$ cat src/hdl/tofp_pkg.sv
// ----------------------------------------------------------------------------
// tofp_pkg
// Shared types and constants for the TCP option fingerprint parser.
// ----------------------------------------------------------------------------
`default_nettype none

package tofp_pkg;

  localparam logic [5:0] MAX_OPTION_BYTES = 6'd40;

  localparam logic [7:0] KIND_END   = 8'd0;
  localparam logic [7:0] KIND_NOP   = 8'd1;
  localparam logic [7:0] KIND_MSS   = 8'd2;
  localparam logic [7:0] KIND_SCALE = 8'd3;

  localparam logic [7:0] LEN_MIN   = 8'd2;
  localparam logic [7:0] LEN_SCALE = 8'd3;
  localparam logic [7:0] LEN_MSS   = 8'd4;

  localparam logic [7:0] POS_DATA_HI = 8'd2;
  localparam logic [7:0] POS_DATA_LO = 8'd3;

  localparam logic [5:0] KIND_COUNT_MAX = 6'd63;

  localparam logic RECORD_KIND    = 1'b0;
  localparam logic RECORD_SUMMARY = 1'b1;

  typedef enum logic [1:0] {
    PH_KIND = 2'd0,
    PH_LEN  = 2'd1,
    PH_DATA = 2'd2,
    PH_DONE = 2'd3
  } phase_t;

  // Results caused by one input byte: an optional kind record and an
  // optional end-of-area summary.
  typedef struct packed {
    logic        rec_valid;
    logic [7:0]  rec_kind;
    logic [5:0]  rec_count;
    logic        sum_valid;
    logic [15:0] sum_mss;
    logic [7:0]  sum_scale;
    logic [5:0]  sum_count;
    logic        sum_malformed;
  } step_result_t;

endpackage

`default_nettype wire

$ cat src/hdl/tofp_in_if.sv
// ----------------------------------------------------------------------------
// tofp_in_if
// Valid/ready channel carrying one byte of the TCP options area.
// ----------------------------------------------------------------------------
`default_nettype none

interface tofp_in_if;
  logic       valid;
  logic       ready;
  logic [7:0] option_byte;
  logic [5:0] bytes_left;

  modport source (output valid, output option_byte, output bytes_left, input ready);
  modport sink   (input valid, input option_byte, input bytes_left, output ready);
endinterface

`default_nettype wire

$ cat src/hdl/tofp_out_if.sv
// ----------------------------------------------------------------------------
// tofp_out_if
// Valid/ready channel carrying one parser result (kind record or summary).
// ----------------------------------------------------------------------------
`default_nettype none

interface tofp_out_if;
  logic        valid;
  logic        ready;
  logic        record_type;
  logic [7:0]  kind_code;
  logic [15:0] mss_word;
  logic [7:0]  window_scale;
  logic [5:0]  kind_count;
  logic        malformed;
  logic        last_of_run;

  modport source (output valid, output record_type, output kind_code,
                  output mss_word, output window_scale, output kind_count,
                  output malformed, output last_of_run, input ready);
  modport sink   (input valid, input record_type, input kind_code,
                  input mss_word, input window_scale, input kind_count,
                  input malformed, input last_of_run, output ready);
endinterface

`default_nettype wire

$ cat src/hdl/tofp_core.sv
// ----------------------------------------------------------------------------
// tofp_core
// Per-byte option parse state and the results each byte produces.
// ----------------------------------------------------------------------------
`default_nettype none

module tofp_core (
  input  wire logic                  clk,
  input  wire logic                  rst,
  input  wire logic                  take,
  input  wire logic [7:0]            option_byte,
  input  wire logic [5:0]            bytes_left,
  output tofp_pkg::step_result_t     result
);
  import tofp_pkg::*;

  phase_t      phase, phase_next;
  logic [7:0]  cur_kind, cur_kind_next;
  logic [7:0]  cur_len, cur_len_next;
  logic [7:0]  position, position_next;
  logic [15:0] mss_store, mss_store_next;
  logic [7:0]  scale_store, scale_store_next;
  logic [5:0]  kinds_seen, kinds_seen_next;
  logic        bad_len, bad_len_next;

  logic [5:0]  rem;
  logic        last;
  logic [5:0]  count_inc;
  logic [7:0]  pos_inc;
  logic        accept;
  logic [7:0]  accept_kind;

  // step values before the end-of-area clear
  phase_t      phase_s;
  logic [7:0]  kind_s, len_s, pos_s, scale_s;
  logic [15:0] mss_s;
  logic [5:0]  kinds_s;
  logic        bad_s;

  assign rem       = (bytes_left > MAX_OPTION_BYTES) ? MAX_OPTION_BYTES : bytes_left;
  assign last      = (bytes_left == 6'd1);
  assign count_inc = (kinds_seen == KIND_COUNT_MAX) ? KIND_COUNT_MAX : kinds_seen + 6'd1;
  assign pos_inc   = position + 8'd1;

  always_comb begin
    phase_s     = phase;
    kind_s      = cur_kind;
    len_s       = cur_len;
    pos_s       = position;
    mss_s       = mss_store;
    scale_s     = scale_store;
    kinds_s     = kinds_seen;
    bad_s       = bad_len;
    accept      = 1'b0;
    accept_kind = cur_kind;
    unique case (phase)
      PH_KIND: begin
        kind_s      = option_byte;
        pos_s       = 8'd0;
        len_s       = 8'd0;
        accept_kind = option_byte;
        priority if (option_byte == KIND_END) begin
          accept  = 1'b1;
          phase_s = PH_DONE;
        end else if (option_byte == KIND_NOP) begin
          accept = 1'b1;
        end else if (rem < 6'd2) begin
          bad_s   = 1'b1;
          phase_s = PH_DONE;
        end else begin
          phase_s = PH_LEN;
        end
      end
      PH_LEN: begin
        if (option_byte < LEN_MIN || {1'b0, option_byte} > {3'd0, rem} + 9'd1) begin
          bad_s   = 1'b1;
          phase_s = PH_DONE;
        end else begin
          len_s   = option_byte;
          pos_s   = 8'd1;
          accept  = 1'b1;
          phase_s = (option_byte == LEN_MIN) ? PH_KIND : PH_DATA;
        end
      end
      PH_DATA: begin
        pos_s = pos_inc;
        if (cur_kind == KIND_MSS && cur_len >= LEN_MSS) begin
          if (pos_inc == POS_DATA_HI) begin
            mss_s = {option_byte, mss_store[7:0]};
          end else if (pos_inc == POS_DATA_LO) begin
            mss_s = {mss_store[15:8], option_byte};
          end
        end else if (cur_kind == KIND_SCALE && cur_len >= LEN_SCALE &&
                     pos_inc == POS_DATA_HI) begin
          scale_s = option_byte;
        end
        if ({1'b0, pos_inc} + 9'd1 >= {1'b0, cur_len}) begin
          phase_s = PH_KIND;
        end
      end
      PH_DONE: begin
        // hold until the area's last byte
      end
      default: begin
      end
    endcase
    if (accept) begin
      kinds_s = count_inc;
    end
  end

  // next state: the area's last byte clears everything
  always_comb begin
    if (last) begin
      phase_next       = PH_KIND;
      cur_kind_next    = 8'd0;
      cur_len_next     = 8'd0;
      position_next    = 8'd0;
      mss_store_next   = 16'd0;
      scale_store_next = 8'd0;
      kinds_seen_next  = 6'd0;
      bad_len_next     = 1'b0;
    end else begin
      phase_next       = phase_s;
      cur_kind_next    = kind_s;
      cur_len_next     = len_s;
      position_next    = pos_s;
      mss_store_next   = mss_s;
      scale_store_next = scale_s;
      kinds_seen_next  = kinds_s;
      bad_len_next     = bad_s;
    end
  end

  always_comb begin
    result.rec_valid     = accept;
    result.rec_kind      = accept_kind;
    result.rec_count     = kinds_s;
    result.sum_valid     = last;
    result.sum_mss       = mss_s;
    result.sum_scale     = scale_s;
    result.sum_count     = kinds_s;
    result.sum_malformed = bad_s;
  end

  always_ff @(posedge clk) begin
    if (rst) begin
      phase       <= PH_KIND;
      cur_kind    <= 8'd0;
      cur_len     <= 8'd0;
      position    <= 8'd0;
      mss_store   <= 16'd0;
      scale_store <= 8'd0;
      kinds_seen  <= 6'd0;
      bad_len     <= 1'b0;
    end else if (take) begin
      phase       <= phase_next;
      cur_kind    <= cur_kind_next;
      cur_len     <= cur_len_next;
      position    <= position_next;
      mss_store   <= mss_store_next;
      scale_store <= scale_store_next;
      kinds_seen  <= kinds_seen_next;
      bad_len     <= bad_len_next;
    end
  end

endmodule

`default_nettype wire

$ cat src/hdl/tcp_option_fingerprint_parser.sv
// ----------------------------------------------------------------------------
// tcp_option_fingerprint_parser
// Walks a TCP options area one byte per transaction and reports each option
// kind it accepts, plus an end-of-area summary (MSS, window scale, count, malformed flag).
//
// opt_in carries one option byte and the count of bytes left in the area,
// this byte included; a count of 1 marks the last byte. res_out carries
// results: a kind record (END and NOP at their kind byte, other kinds at
// their length byte) and, on the last byte, a summary. last_of_run flags the
// final result of a byte.
// The results of a byte appear on res_out the cycle after it is
// accepted. Throughput: one byte per cycle while each byte yields at most one
// result and res_out does not stall; a byte with a record and a summary holds
// the output register, so the next byte waits while the record is delivered.
// The output register holds both results of one byte, and a new byte is taken
// in the same cycle its last pending result is delivered.
// Reset clears the parse state and drops any pending result. When res_out
// stalls, the pending results hold and opt_in deasserts ready.
// ----------------------------------------------------------------------------
`default_nettype none

module tcp_option_fingerprint_parser (
  input wire logic clk,
  input wire logic rst,
  tofp_in_if.sink   opt_in,
  tofp_out_if.source res_out
);
  import tofp_pkg::*;

  step_result_t step;
  step_result_t pend;
  logic         take;
  logic         pop;
  logic         rec_valid;
  logic         sum_valid;

  assign pop  = res_out.valid && res_out.ready;
  assign opt_in.ready = !(rec_valid || sum_valid) ||
                        (res_out.ready && (rec_valid ^ sum_valid));
  assign take = opt_in.valid && opt_in.ready;

  tofp_core u_core (
    .clk         (clk),
    .rst         (rst),
    .take        (take),
    .option_byte (opt_in.option_byte),
    .bytes_left  (opt_in.bytes_left),
    .result      (step)
  );

  always_ff @(posedge clk) begin
    if (rst) begin
      rec_valid <= 1'b0;
      sum_valid <= 1'b0;
    end else if (take) begin
      rec_valid <= step.rec_valid;
      sum_valid <= step.sum_valid;
    end else if (pop) begin
      // deliver the record first, then the summary
      if (rec_valid) begin
        rec_valid <= 1'b0;
      end else begin
        sum_valid <= 1'b0;
      end
    end
  end

  always_ff @(posedge clk) begin
    if (take) begin
      pend <= step;
    end
  end

  assign res_out.valid = rec_valid || sum_valid;

  always_comb begin
    if (rec_valid) begin
      res_out.record_type  = RECORD_KIND;
      res_out.kind_code    = pend.rec_kind;
      res_out.mss_word     = 16'd0;
      res_out.window_scale = 8'd0;
      res_out.kind_count   = pend.rec_count;
      res_out.malformed    = 1'b0;
      res_out.last_of_run  = !sum_valid;
    end else begin
      res_out.record_type  = RECORD_SUMMARY;
      res_out.kind_code    = 8'd0;
      res_out.mss_word     = pend.sum_mss;
      res_out.window_scale = pend.sum_scale;
      res_out.kind_count   = pend.sum_count;
      res_out.malformed    = pend.sum_malformed;
      res_out.last_of_run  = 1'b1;
    end
  end

endmodule

`default_nettype wire
$ cat src/flat_wrapper.sv
// flat-port wrapper written by rule: the top's interface ports become plain ports
module tcp_option_fingerprint_parser_flat import tofp_pkg::*;
  (clk, rst, opt_in_valid, opt_in_option_byte, opt_in_bytes_left, opt_in_ready, res_out_valid, res_out_record_type, res_out_kind_code, res_out_mss_word, res_out_window_scale, res_out_kind_count, res_out_malformed, res_out_last_of_run, res_out_ready);
  tofp_in_if opt_in_i ();
  tofp_out_if res_out_i ();
  input wire logic clk;
  input wire logic rst;
  input wire logic [$bits(opt_in_i.valid)-1:0] opt_in_valid;
  input wire logic [$bits(opt_in_i.option_byte)-1:0] opt_in_option_byte;
  input wire logic [$bits(opt_in_i.bytes_left)-1:0] opt_in_bytes_left;
  output wire logic [$bits(opt_in_i.ready)-1:0] opt_in_ready;
  output wire logic [$bits(res_out_i.valid)-1:0] res_out_valid;
  output wire logic [$bits(res_out_i.record_type)-1:0] res_out_record_type;
  output wire logic [$bits(res_out_i.kind_code)-1:0] res_out_kind_code;
  output wire logic [$bits(res_out_i.mss_word)-1:0] res_out_mss_word;
  output wire logic [$bits(res_out_i.window_scale)-1:0] res_out_window_scale;
  output wire logic [$bits(res_out_i.kind_count)-1:0] res_out_kind_count;
  output wire logic [$bits(res_out_i.malformed)-1:0] res_out_malformed;
  output wire logic [$bits(res_out_i.last_of_run)-1:0] res_out_last_of_run;
  input wire logic [$bits(res_out_i.ready)-1:0] res_out_ready;
  assign opt_in_i.valid = opt_in_valid;
  assign opt_in_i.option_byte = opt_in_option_byte;
  assign opt_in_i.bytes_left = opt_in_bytes_left;
  assign opt_in_ready = opt_in_i.ready;
  assign res_out_valid = res_out_i.valid;
  assign res_out_record_type = res_out_i.record_type;
  assign res_out_kind_code = res_out_i.kind_code;
  assign res_out_mss_word = res_out_i.mss_word;
  assign res_out_window_scale = res_out_i.window_scale;
  assign res_out_kind_count = res_out_i.kind_count;
  assign res_out_malformed = res_out_i.malformed;
  assign res_out_last_of_run = res_out_i.last_of_run;
  assign res_out_i.ready = res_out_ready;
  tcp_option_fingerprint_parser u_core (.clk(clk), .rst(rst), .opt_in(opt_in_i), .res_out(res_out_i));
endmodule
$ cat config.mk
export PLATFORM = sky130hd
export DESIGN_NAME = tcp_option_fingerprint_parser_flat
export DESIGN_NICKNAME = d
export VERILOG_FILES = /design/src/hdl/tofp_pkg.sv /design/src/hdl/tofp_in_if.sv /design/src/hdl/tofp_out_if.sv /design/src/hdl/tofp_core.sv /design/src/hdl/tcp_option_fingerprint_parser.sv /design/src/flat_wrapper.sv
export SDC_FILE = /design/constraint.sdc
export NUM_CORES = 1
export LEC_CHECK = 0
export BUFFER_PORTS_ARGS = -buffer_cell sky130_fd_sc_hd__buf_2
export CORE_ASPECT_RATIO = 2
export CORE_UTILIZATION = 32
export DETAILED_ROUTE_END_ITERATION = 8
export SYNTH_ARGS = -nofsm -noshare
export SYNTH_HDL_FRONTEND = slang
export SYNTH_HIERARCHICAL = 1
export SYNTH_SLANG_ARGS = --single-unit
$ cat constraint.sdc
create_clock -name clk -period 7.1 [get_ports clk]
set_input_delay 1.065 -clock clk [delete_from_list [all_inputs] [get_ports clk]]
set_output_delay 1.065 -clock clk [all_outputs]
set_load 0.05 [all_outputs]
# --- Yosys cells after proc, flatten, opt, wreduce, memory -nomap -nowiden ---
# Cells that the tools add are included.
word_totals:
  register_bits: 98
  input_bits: 18
  output_inout_bits: 43
  wordCells: 111
classes:
  addsub: 4
  n_lt_le_gt_ge: 7
  eq_ne: 14
  mux: 50
  bitwise_logic: 1
  n_reduce_logical: 20
ops:
  columns: ["cell", "n"]
  rows:
  - ["$mux 8", 13]
  - ["$mux 16", 5]
  - ["$eq 8x2->1 const B", 5]
  - ["$mux 6", 4]
  - ["$pmux 8 s3", 1]
  - ["$mux 1", 16]
  - ["$pmux 8 s2", 1]
  - ["$mux 2", 7]
  - ["$add 8x1->9 const B", 1]
  - ["$ge 9x8->1", 1]
  - ["$add 8x1->8 const B", 1]
  - ["$eq 8x1->1 const B", 1]
  - ["$ge 8x2->1 const B", 1]
  - ["$ge 8x3->1 const B", 1]
  - ["$gt 8x7->1", 1]
  - ["$logic_not 8->1", 1]
  - ["$lt 8x2->1 const B", 1]
  - ["$add 6x1->7 const B", 1]
  - ["$add 6x1->6 const B", 1]
  - ["$eq 6x1->1 const B", 1]
  - ["$eq 6x6->1 const B", 1]
  - ["$gt 6x6->1 const B", 1]
  - ["$logic_and 1x1->1", 6]
  - ["$lt 6x2->1 const B", 1]
  - ["17 further kinds", 23]

# --- Longest topological paths before layout ---
# Gate-level depths: netlist of run 1.
depth:
  word_depth: 9
  mapped_depth: 16
  mapped_depth_nobuf: 14

# --- Hierarchy ---
# The synthesis of run 1 kept the hierarchy.
by_module_without_submodules:
  columns: ["mod", "n_inst", "cells_per_inst", "area_each_um2", "seq_area_each_um2"]
  rows:
  - ["tofp_core", 1, 442, 3996.3, 1141.1]
  - ["tcp_option_fingerprint_parser", 1, 106, 1811.7, 1391.3]

# --- Worst setup path before layout of run 1 ---
# OpenSTA, ideal clock, no wires.
synth_path:
  kind: "in2reg"
  start: "input opt_in_bytes_left[4]"
  end: "register u_core/pend[36] (netlist name) (data pin)"
  setup_time_ps: 251
  t_arrival_ps: 3833
  required_time_ps: 6849
  path_slack_ps: 3016
  cell_stages: 15
  path_buffers: 1
  path_cell_list: "or2_2 nand2_1 and2_1 ha_1 nand3_1 xnor2_1 nand2b_1 ha_1 a21o_1 a211oi_1 a31oi_1 o31ai_2 nand4_1 mux2_2 buf_4"
synth_rtl:
  columns: ["item", "line", "rtl"]
  rows:
  - ["start, declared", "flat_wrapper.sv:10", "input wire logic [$bits(opt_in_i.bytes_left)-1:0] opt_in_bytes_left;"]
  - ["end signal, assigned", "tcp_option_fingerprint_parser.sv:70", "pend <= step;"]
  - ["end, declared", "tcp_option_fingerprint_parser.sv:31", "step_result_t pend;"]

==> results.sh, run 1 <==
export IMPL_status="complete, no violations"
export IMPL_start_kind="primary input"
export IMPL_drv_cap=0
export IMPL_cts_hold_buf=0
export IMPL_cts_buffer_depth=2
export IMPL_slew_viol_final=0
export IMPL_final_layout_size_suffix_gt1_frac=0.2483
export IMPL_async_reset_ff_frac=0
export IMPL_regArea_um2=2532
export IMPL_finalHoldViolCount=0
export IMPL_p_total_uw=1480
export IMPL_fp_row_count=69
export IMPL_syn_inst=548
export IMPL_postRouteAntennaNets=0
export IMPL_drt_first_pass_iters=5
export IMPL_clock_latency_ns=0.36
export IMPL_clock_sinks=104
export IMPL_ir_worst_vdd_mv=0.1169
export IMPL_drt_wl_total_um=13380
export IMPL_portBuffers=60
export IMPL_cts_clk_slew_worst_paths_ns=0.07
export IMPL_p_leak_uw=0.002551
export IMPL_cts_buffers=9
export IMPL_syn_nets=592
export IMPL_chipHeight_um=192.5
export IMPL_ios=61
export IMPL_place_ws_ns=2.135
export IMPL_grt_max_degree=72
export IMPL_min_path_type="reg2reg"
export IMPL_drc=0
export IMPL_antenna_found_initial=0
export IMPL_track_usage=0.1466
export IMPL_fin_tns_setup_ns=0
export IMPL_grt_pass1_vias=4289
export IMPL_htree_levels=3
export IMPL_overflow=0
export IMPL_die_area_um2=18730
export IMPL_diodes=0
export IMPL_multiInputGateArea_um2=2928
export IMPL_post_cts_setup_buffer_count=0
export IMPL_arrival_ns=4.74
export IMPL_yosys_warnings=6
export IMPL_cp_required_ns=7.20
export IMPL_finalCritPeriodShare=0.6533
export IMPL_place_area_um2=6131
export IMPL_area_growth_pct=10.36
export IMPL_vias=4295
export IMPL_p_per_area_nw_per_um2=230.9
export IMPL_setup_viol=0
export IMPL_synth_distinct_cells=72
export IMPL_synth_seq_cells=104
export IMPL_tritoncts="done"
export IMPL_synth_main_ff_cell="dfxtp_1"
export IMPL_grt_first_pass_wirelength_um=21530
export IMPL_critPathMaxFanout=18
export IMPL_synth_avg_cell_area_um2=10.60
export IMPL_synth_area_um2=5808
export IMPL_fp_dieW_um=97.27
export IMPL_nNetsFinal=627
export IMPL_initial_utilization=0.3266
export IMPL_worst_setup_path_end_kind="flip-flop"
export IMPL_dp_hpwl_um=10050
export IMPL_wire_per_inst_um=16.70
export IMPL_setup_slack_ns=2.462
export IMPL_n_fill_cell=1760
export IMPL_finalCriticalPeriod_ns=4.638
export IMPL_place_congestion=0.8890
export IMPL_worst_pin_slew_ns=1.122
export IMPL_vias_per_cell=5.362
export IMPL_core_um2=17780
export IMPL_root_buffer="clkbuf_16"
export IMPL_first_iter_violations=266
export IMPL_seq_area_frac_synth=0.4360
export IMPL_worstSetupPathType="in2reg"
export IMPL_max_freq_ghz=0.2156
export IMPL_final_area_um2=6410
export IMPL_synth_edf_count=45
export IMPL_ctsResizeCount=0
export IMPL_finalClockSkew_ns=0.01421
export IMPL_slew_headroom=0.2441
export IMPL_rsz0062_at_grt="no"
==> cells in the final DEF, fill, tap and decap left out, types with 6 or more instances in the layout <==
| master | instances |
|---|---|
| inv_1 | 21 |
| clkbuf_16 | 9 |
| and2_1 | 17 |
| a31oi_1 | 9 |
| mux2i_1 | 10 |
| and3_1 | 10 |
| xor2_1 | 6 |
| nand2b_1 | 12 |
| nor2b_1 | 29 |
| mux2_2 | 39 |
| nand4_1 | 6 |
| nand2_1 | 27 |
| edfxtp_1 | 45 |
| dfxtp_1 | 59 |
| a21oi_1 | 22 |
| ha_1 | 26 |
| xnor2_1 | 7 |
| buf_2 | 60 |
| a22o_1 | 25 |
| nor2_1 | 21 |
| nand3_1 | 28 |
==> per-layer routing <==
metal  global-route usage  share of wire  vias up
met2               0.2950           0.58       79
met1               0.1428           0.36     2128
li1                     -              -     2071
met4              0.07410          0.031        0
met5                    0              0        -
met3              0.02028          0.026       17
==> stage by stage <==
stage	hold slack [ns]	cells	util
after global placement	0.4553	785	0.3447
after CTS	0.4805	801	0.3604
final	0.4752	801	0.3604
after global routing	0.4934	801	0.3604
after floorplan	0.4432	548	-
after detailed placement	0.4601	785	0.3447
==> registers in the layout, indices dropped and copies added, names as in the netlist <==
register,flops
u_core/u_core/cur_len,8
u_core/u_core/mss_store,16
u_core/sum_valid,1
u_core/rec_valid,1
u_core/u_core/kinds_seen,6
u_core/u_core/cur_kind,8
u_core/u_core/position,8
u_core/pend,45
u_core/u_core/phase,2
u_core/u_core/scale_store,8
u_core/u_core/bad_len,1
==> cells by family (layout without fill, tap and decap cells) <==
logic type,count (synthesis),in the layout,share of synthesized area
xor+xnor,13,13,0.01960
fa+ha+maj,26,26,0.05601
mux,50,50,0.09479
flops,104,104,0.4360
simple gates,187,187,0.1919
buf+inv,61,101,0.06010
compound gates,106,106,0.1409
other cells,1,1,0.0006457
==> final cells by class <==
type | count | area share
Clock buffer | 9 | 0.03514
Multi-Input combinational cell | 383 | 0.4568
Inverter | 23 | 0.01386
Tap cell | 213 | 0.04158
Sequential cell | 104 | 0.3951
Clock inverter | 7 | 0.008394
Timing Repair Buffer | 62 | 0.04919
==> where the power goes <==
group | switching [µW] | internal [µW] | total [µW]
clock network | 224 | 241 | 465
logic | 220 | 112 | 332
registers | 17.1 | 666 | 683
==> worst max-delay path, stage by stage <==
cell       delay [ns]
buf_2            0.12
or2_2            0.32
nand2_1          0.11
and2_1           0.15
ha_1             0.18
nand3_1          0.09
xnor2_1          0.15
nand2b_1         0.08
ha_1             0.26
and4b_1          0.23
o2111ai_1        0.09
a31oi_1          0.32
o31ai_2          0.97
nand4_1          0.24
mux2_2           0.34
==> cell usage after synthesis (10+ instances only) <==
cell,count,area [µm²]
nor2_1,21,78.83
ha_1,26,325.3
a21oi_1,22,110.1
and2_1,17,106.4
nor2b_1,29,181.4
inv_1,21,78.83
dfxtp_1,59,1181
nand3_1,28,140.1
mux2_2,39,439.2
and3_1,10,62.56
nand2b_1,12,75.07
edfxtp_1,45,1351
a22o_1,25,219.0
buf_4,14,105.1
mux2i_1,10,100.1
nand2_1,27,101.4
==> path summary, 6_finish.rpt <==
check / startpoint / endpoint / slack, ns / cells after the start
setup / recovery: opt_in_bytes_left[4] / u_core/pend[36] / 2.46 / 15
hold / removal: u_core/u_core/scale_store[1] / u_core/u_core/scale_store[1] / 0.48 / 1
setup reg to reg: u_core/rec_valid / u_core/u_core/position[3] / 3.36 / 9
hold reg to reg: u_core/u_core/scale_store[1] / u_core/u_core/scale_store[1] / 0.48 / 1
No activity file was read; power rests on OpenSTA's default activity.
==> run 2: changes to the inputs <==
Settings changed: ABC_AREA from default to 1.
Clock period 7.1 ns to 4 ns, I/O delays scaled along.
==> run 2 against run 1 <==
Sequential share of layout area decreased by 1.6 points. Synthesized cell count grew 49%. Global-route usage grew 0.87 points. Final area is 4.3% higher. Die area increased by 2.9%. Sequential power is 82% higher. Register-to-register slack got worse by 2.3 ns. Routed wire length up 6.5%. Critical path type unchanged. Largest power group unchanged.
==> results.sh, run 2 <==
export IMPL_status="complete, no violations"
export IMPL_synth_main_ff_cell="dfxtp_1"
export IMPL_root_buffer="clkbuf_16"
export IMPL_syn_inst=815
export IMPL_final_area_um2=6685
export IMPL_top_regs="u_core/pend x45, u_core/u_core/mss_store x16"
export IMPL_clock_sinks=104
export IMPL_drt_wl_total_um=14250
export IMPL_yosys_warnings=6
export IMPL_chipHeight_um=195.3
export IMPL_final_cells=1079
export IMPL_min_to="u_core/u_core/cur_len[7]"
export IMPL_syn_nets=859
export IMPL_synth_seq_cells=104
export IMPL_wire_per_inst_um=13.20
export IMPL_vias=5182
export IMPL_place_area_um2=6405
export IMPL_cts_clk_slew_worst_paths_ns=0.07
export IMPL_cp_required_ns=4.27
export IMPL_nNetsFinal=902
export IMPL_min_path_type="reg2reg"
export IMPL_htree_levels=3
export IMPL_finalCritPeriodShare=0.7832
export IMPL_p_total_uw=2850
export IMPL_grt_max_degree=50
export IMPL_tritoncts="done"
export IMPL_cts_hold_buf=0
export IMPL_cts_buffers=9
export IMPL_antenna_found_initial=0
export IMPL_async_reset_ff_frac=0
export IMPL_utilization=0.3652
export IMPL_dp_cells=1063
export IMPL_max_freq_ghz=0.3192
export IMPL_ios=61
export IMPL_overflow=0
export IMPL_arrival_ns=3.41
export IMPL_ys_top_cells_by_count="nand2_1, inv_1, nor2_1, dfxtp_1, a21oi_1"
export IMPL_slew_viol_final=0
export IMPL_synth_edf_count=45
export IMPL_largest_reg_flops=45
export IMPL_cts_buffer_depth=2
export IMPL_die_area_um2=19270
export IMPL_yosysMostFrequentCell="nand2_1"
export IMPL_synth_avg_cell_area_um2=7.335
export IMPL_ctsResizeCount=0
export IMPL_hold_depth=2
export IMPL_area_growth_pct=11.82
export IMPL_portBuffers=60
export IMPL_drt_first_pass_iters=5
export IMPL_clock_latency_ns=0.35
export IMPL_n_fill_cell=1961
export IMPL_worst_pin_slew_ns=0.6138
export IMPL_fp_dieW_um=98.65
export IMPL_first_iter_violations=257
export IMPL_worst_setup_path_end_kind="flip-flop"
export IMPL_largest_register="u_core/pend"
export IMPL_rr_startpoint="u_core/u_core/position[0]"
export IMPL_finalHoldViolCount=0
export IMPL_drv_cap=0
export IMPL_grt_first_pass_wirelength_um=23360
export IMPL_place_congestion=0.8741
export IMPL_vias_per_cell=4.803
export IMPL_synth_area_um2=5978
export IMPL_fin_tns_setup_ns=0
export IMPL_grt_pass1_vias=4933
export IMPL_start_kind="primary input"
export IMPL_fp_row_count=70
export IMPL_finalClockSkew_ns=0.01196
export IMPL_core_um2=18310
export IMPL_critPathMaxFanout=8
export IMPL_final_common_cell="nand2_1"
export IMPL_synth_top_area_frac=0.2260
export IMPL_post_cts_setup_buffer_count=0
export IMPL_synthTopCellsByArea="edfxtp_1, dfxtp_1, nand2_1, inv_1, ha_1"
export IMPL_setup_viol=0
export IMPL_final_cell_mix="nand2_1, inv_1, nor2_1"
export IMPL_slew_headroom=0.5903
export IMPL_p_leak_uw=0.003135
export IMPL_diodes=0
export IMPL_rrSetupSlack_ns=1.07
export IMPL_r2r_cells=16
export IMPL_synth_distinct_cells=38
export IMPL_hold_start="u_core/u_core/cur_len[7]"
export IMPL_dp_hpwl_um=10760
export IMPL_initial_utilization=0.3266
export IMPL_seq_area_frac_synth=0.4236
export IMPL_postRouteAntennaNets=0
export IMPL_worstSetupPathType="in2reg"
export IMPL_track_usage=0.1553
export IMPL_ir_worst_vdd_mv=0.1827
export IMPL_drc=0
export IMPL_yosysTopAreaCell="edfxtp_1"
export IMPL_p_per_area_nw_per_um2=426.3
export IMPL_rsz0062_at_grt="no"
export IMPL_final_layout_size_suffix_gt1_frac=0.1379
export IMPL_finalCriticalPeriod_ns=3.133
export IMPL_rr_endpoint="u_core/u_core/phase[0]"
## run 2: cell families after synthesis
family | Yosys count | share of synthesized area
and+or+nand+nor | 438 | 0.3236
DFF | 104 | 0.4236
other | 1 | 0.0006273
xor gates and xnor gates | 10 | 0.01465
AOI/OAI and AO/OA | 79 | 0.07346
buffers and inverters | 157 | 0.1097
adders and majority gates | 26 | 0.05442
## run 2: worst max-delay path by stage
stage | startpoint | endpoint | slack, ns | cells after the start
6_report | opt_in_bytes_left[5] | u_core/u_core/kinds_seen[1] | 0.87 | 21
5_1_grt | opt_in_bytes_left[5] | u_core/u_core/kinds_seen[5] | 0.49 | 21
4_1_cts | opt_in_bytes_left[5] | u_core/u_core/kinds_seen[1] | 0.89 | 21
3_5_place_dp | opt_in_bytes_left[5] | u_core/u_core/kinds_seen[1] | 0.53 | 21
3_3_place_gp | opt_in_bytes_left[5] | u_core/u_core/kinds_seen[3] | 0.66 | 21
2_1_floorplan | u_core/rec_valid | u_core/u_core/bad_len | 0.96 | 12
## run 2: area by class of cell
| class | count | area, µm² | share of cell area |
|---|---|---|---|
| Clock buffer | 10 | 229.0 | 0.03425 |
| Clock inverter | 6 | 51.30 | 0.007674 |
| Inverter | 122 | 459.2 | 0.06869 |
| Multi-Input combinational cell | 554 | 2790 | 0.4174 |
| Sequential cell | 104 | 2532 | 0.3788 |
| Tap cell | 216 | 270.3 | 0.04043 |
| Timing Repair Buffer | 67 | 352.8 | 0.05278 |
## run 2: stage by stage
| stage | setup WS, ns | hold slack, ns |
|---|---|---|
| after floorplan | 0.9577 | 0.4170 |
| after global placement | 0.6598 | 0.4311 |
| after detailed placement | 0.5319 | 0.4378 |
| after CTS | 0.8919 | 0.4484 |
| after global routing | 0.4940 | 0.4769 |
| final | 0.8670 | 0.4521 |
## run 2: report_power, final
group	switching [µW]	internal [µW]
Sequential	42.0	1200
Combinational	554	216
Clock	406	431
Total	1000	1850
## run 2: metal layers
layer | share of wire | track usage | wire [µm] | vias up
met3 | 0.031 | 0.01897 | 446 | 38
met4 | 0.045 | 0.1001 | 636 | 0
met2 | 0.54 | 0.2934 | 7663 | 109
li1 | - | - | - | 2671
met5 | 0 | 0 | 0 | -
met1 | 0.39 | 0.1576 | 5501 | 2364
## run 2: worst max-delay path, cell delays in order
cell and delay (ns):
buf_2 0.11, inv_1 0.06, nor2_1 0.11, nand4_1 0.09
nand2_1 0.08, inv_1 0.06, nor2_1 0.14, ha_1 0.22
nand3_1 0.10, xor2_1 0.15, ha_1 0.27, nand2_1 0.05
nor2_1 0.13, nand4_1 0.09, nand2_1 0.15, nand3_1 0.28
nand2_1 0.33, nand2_1 0.08, nand2_1 0.10, nand2_1 0.07
a21oi_1 0.13
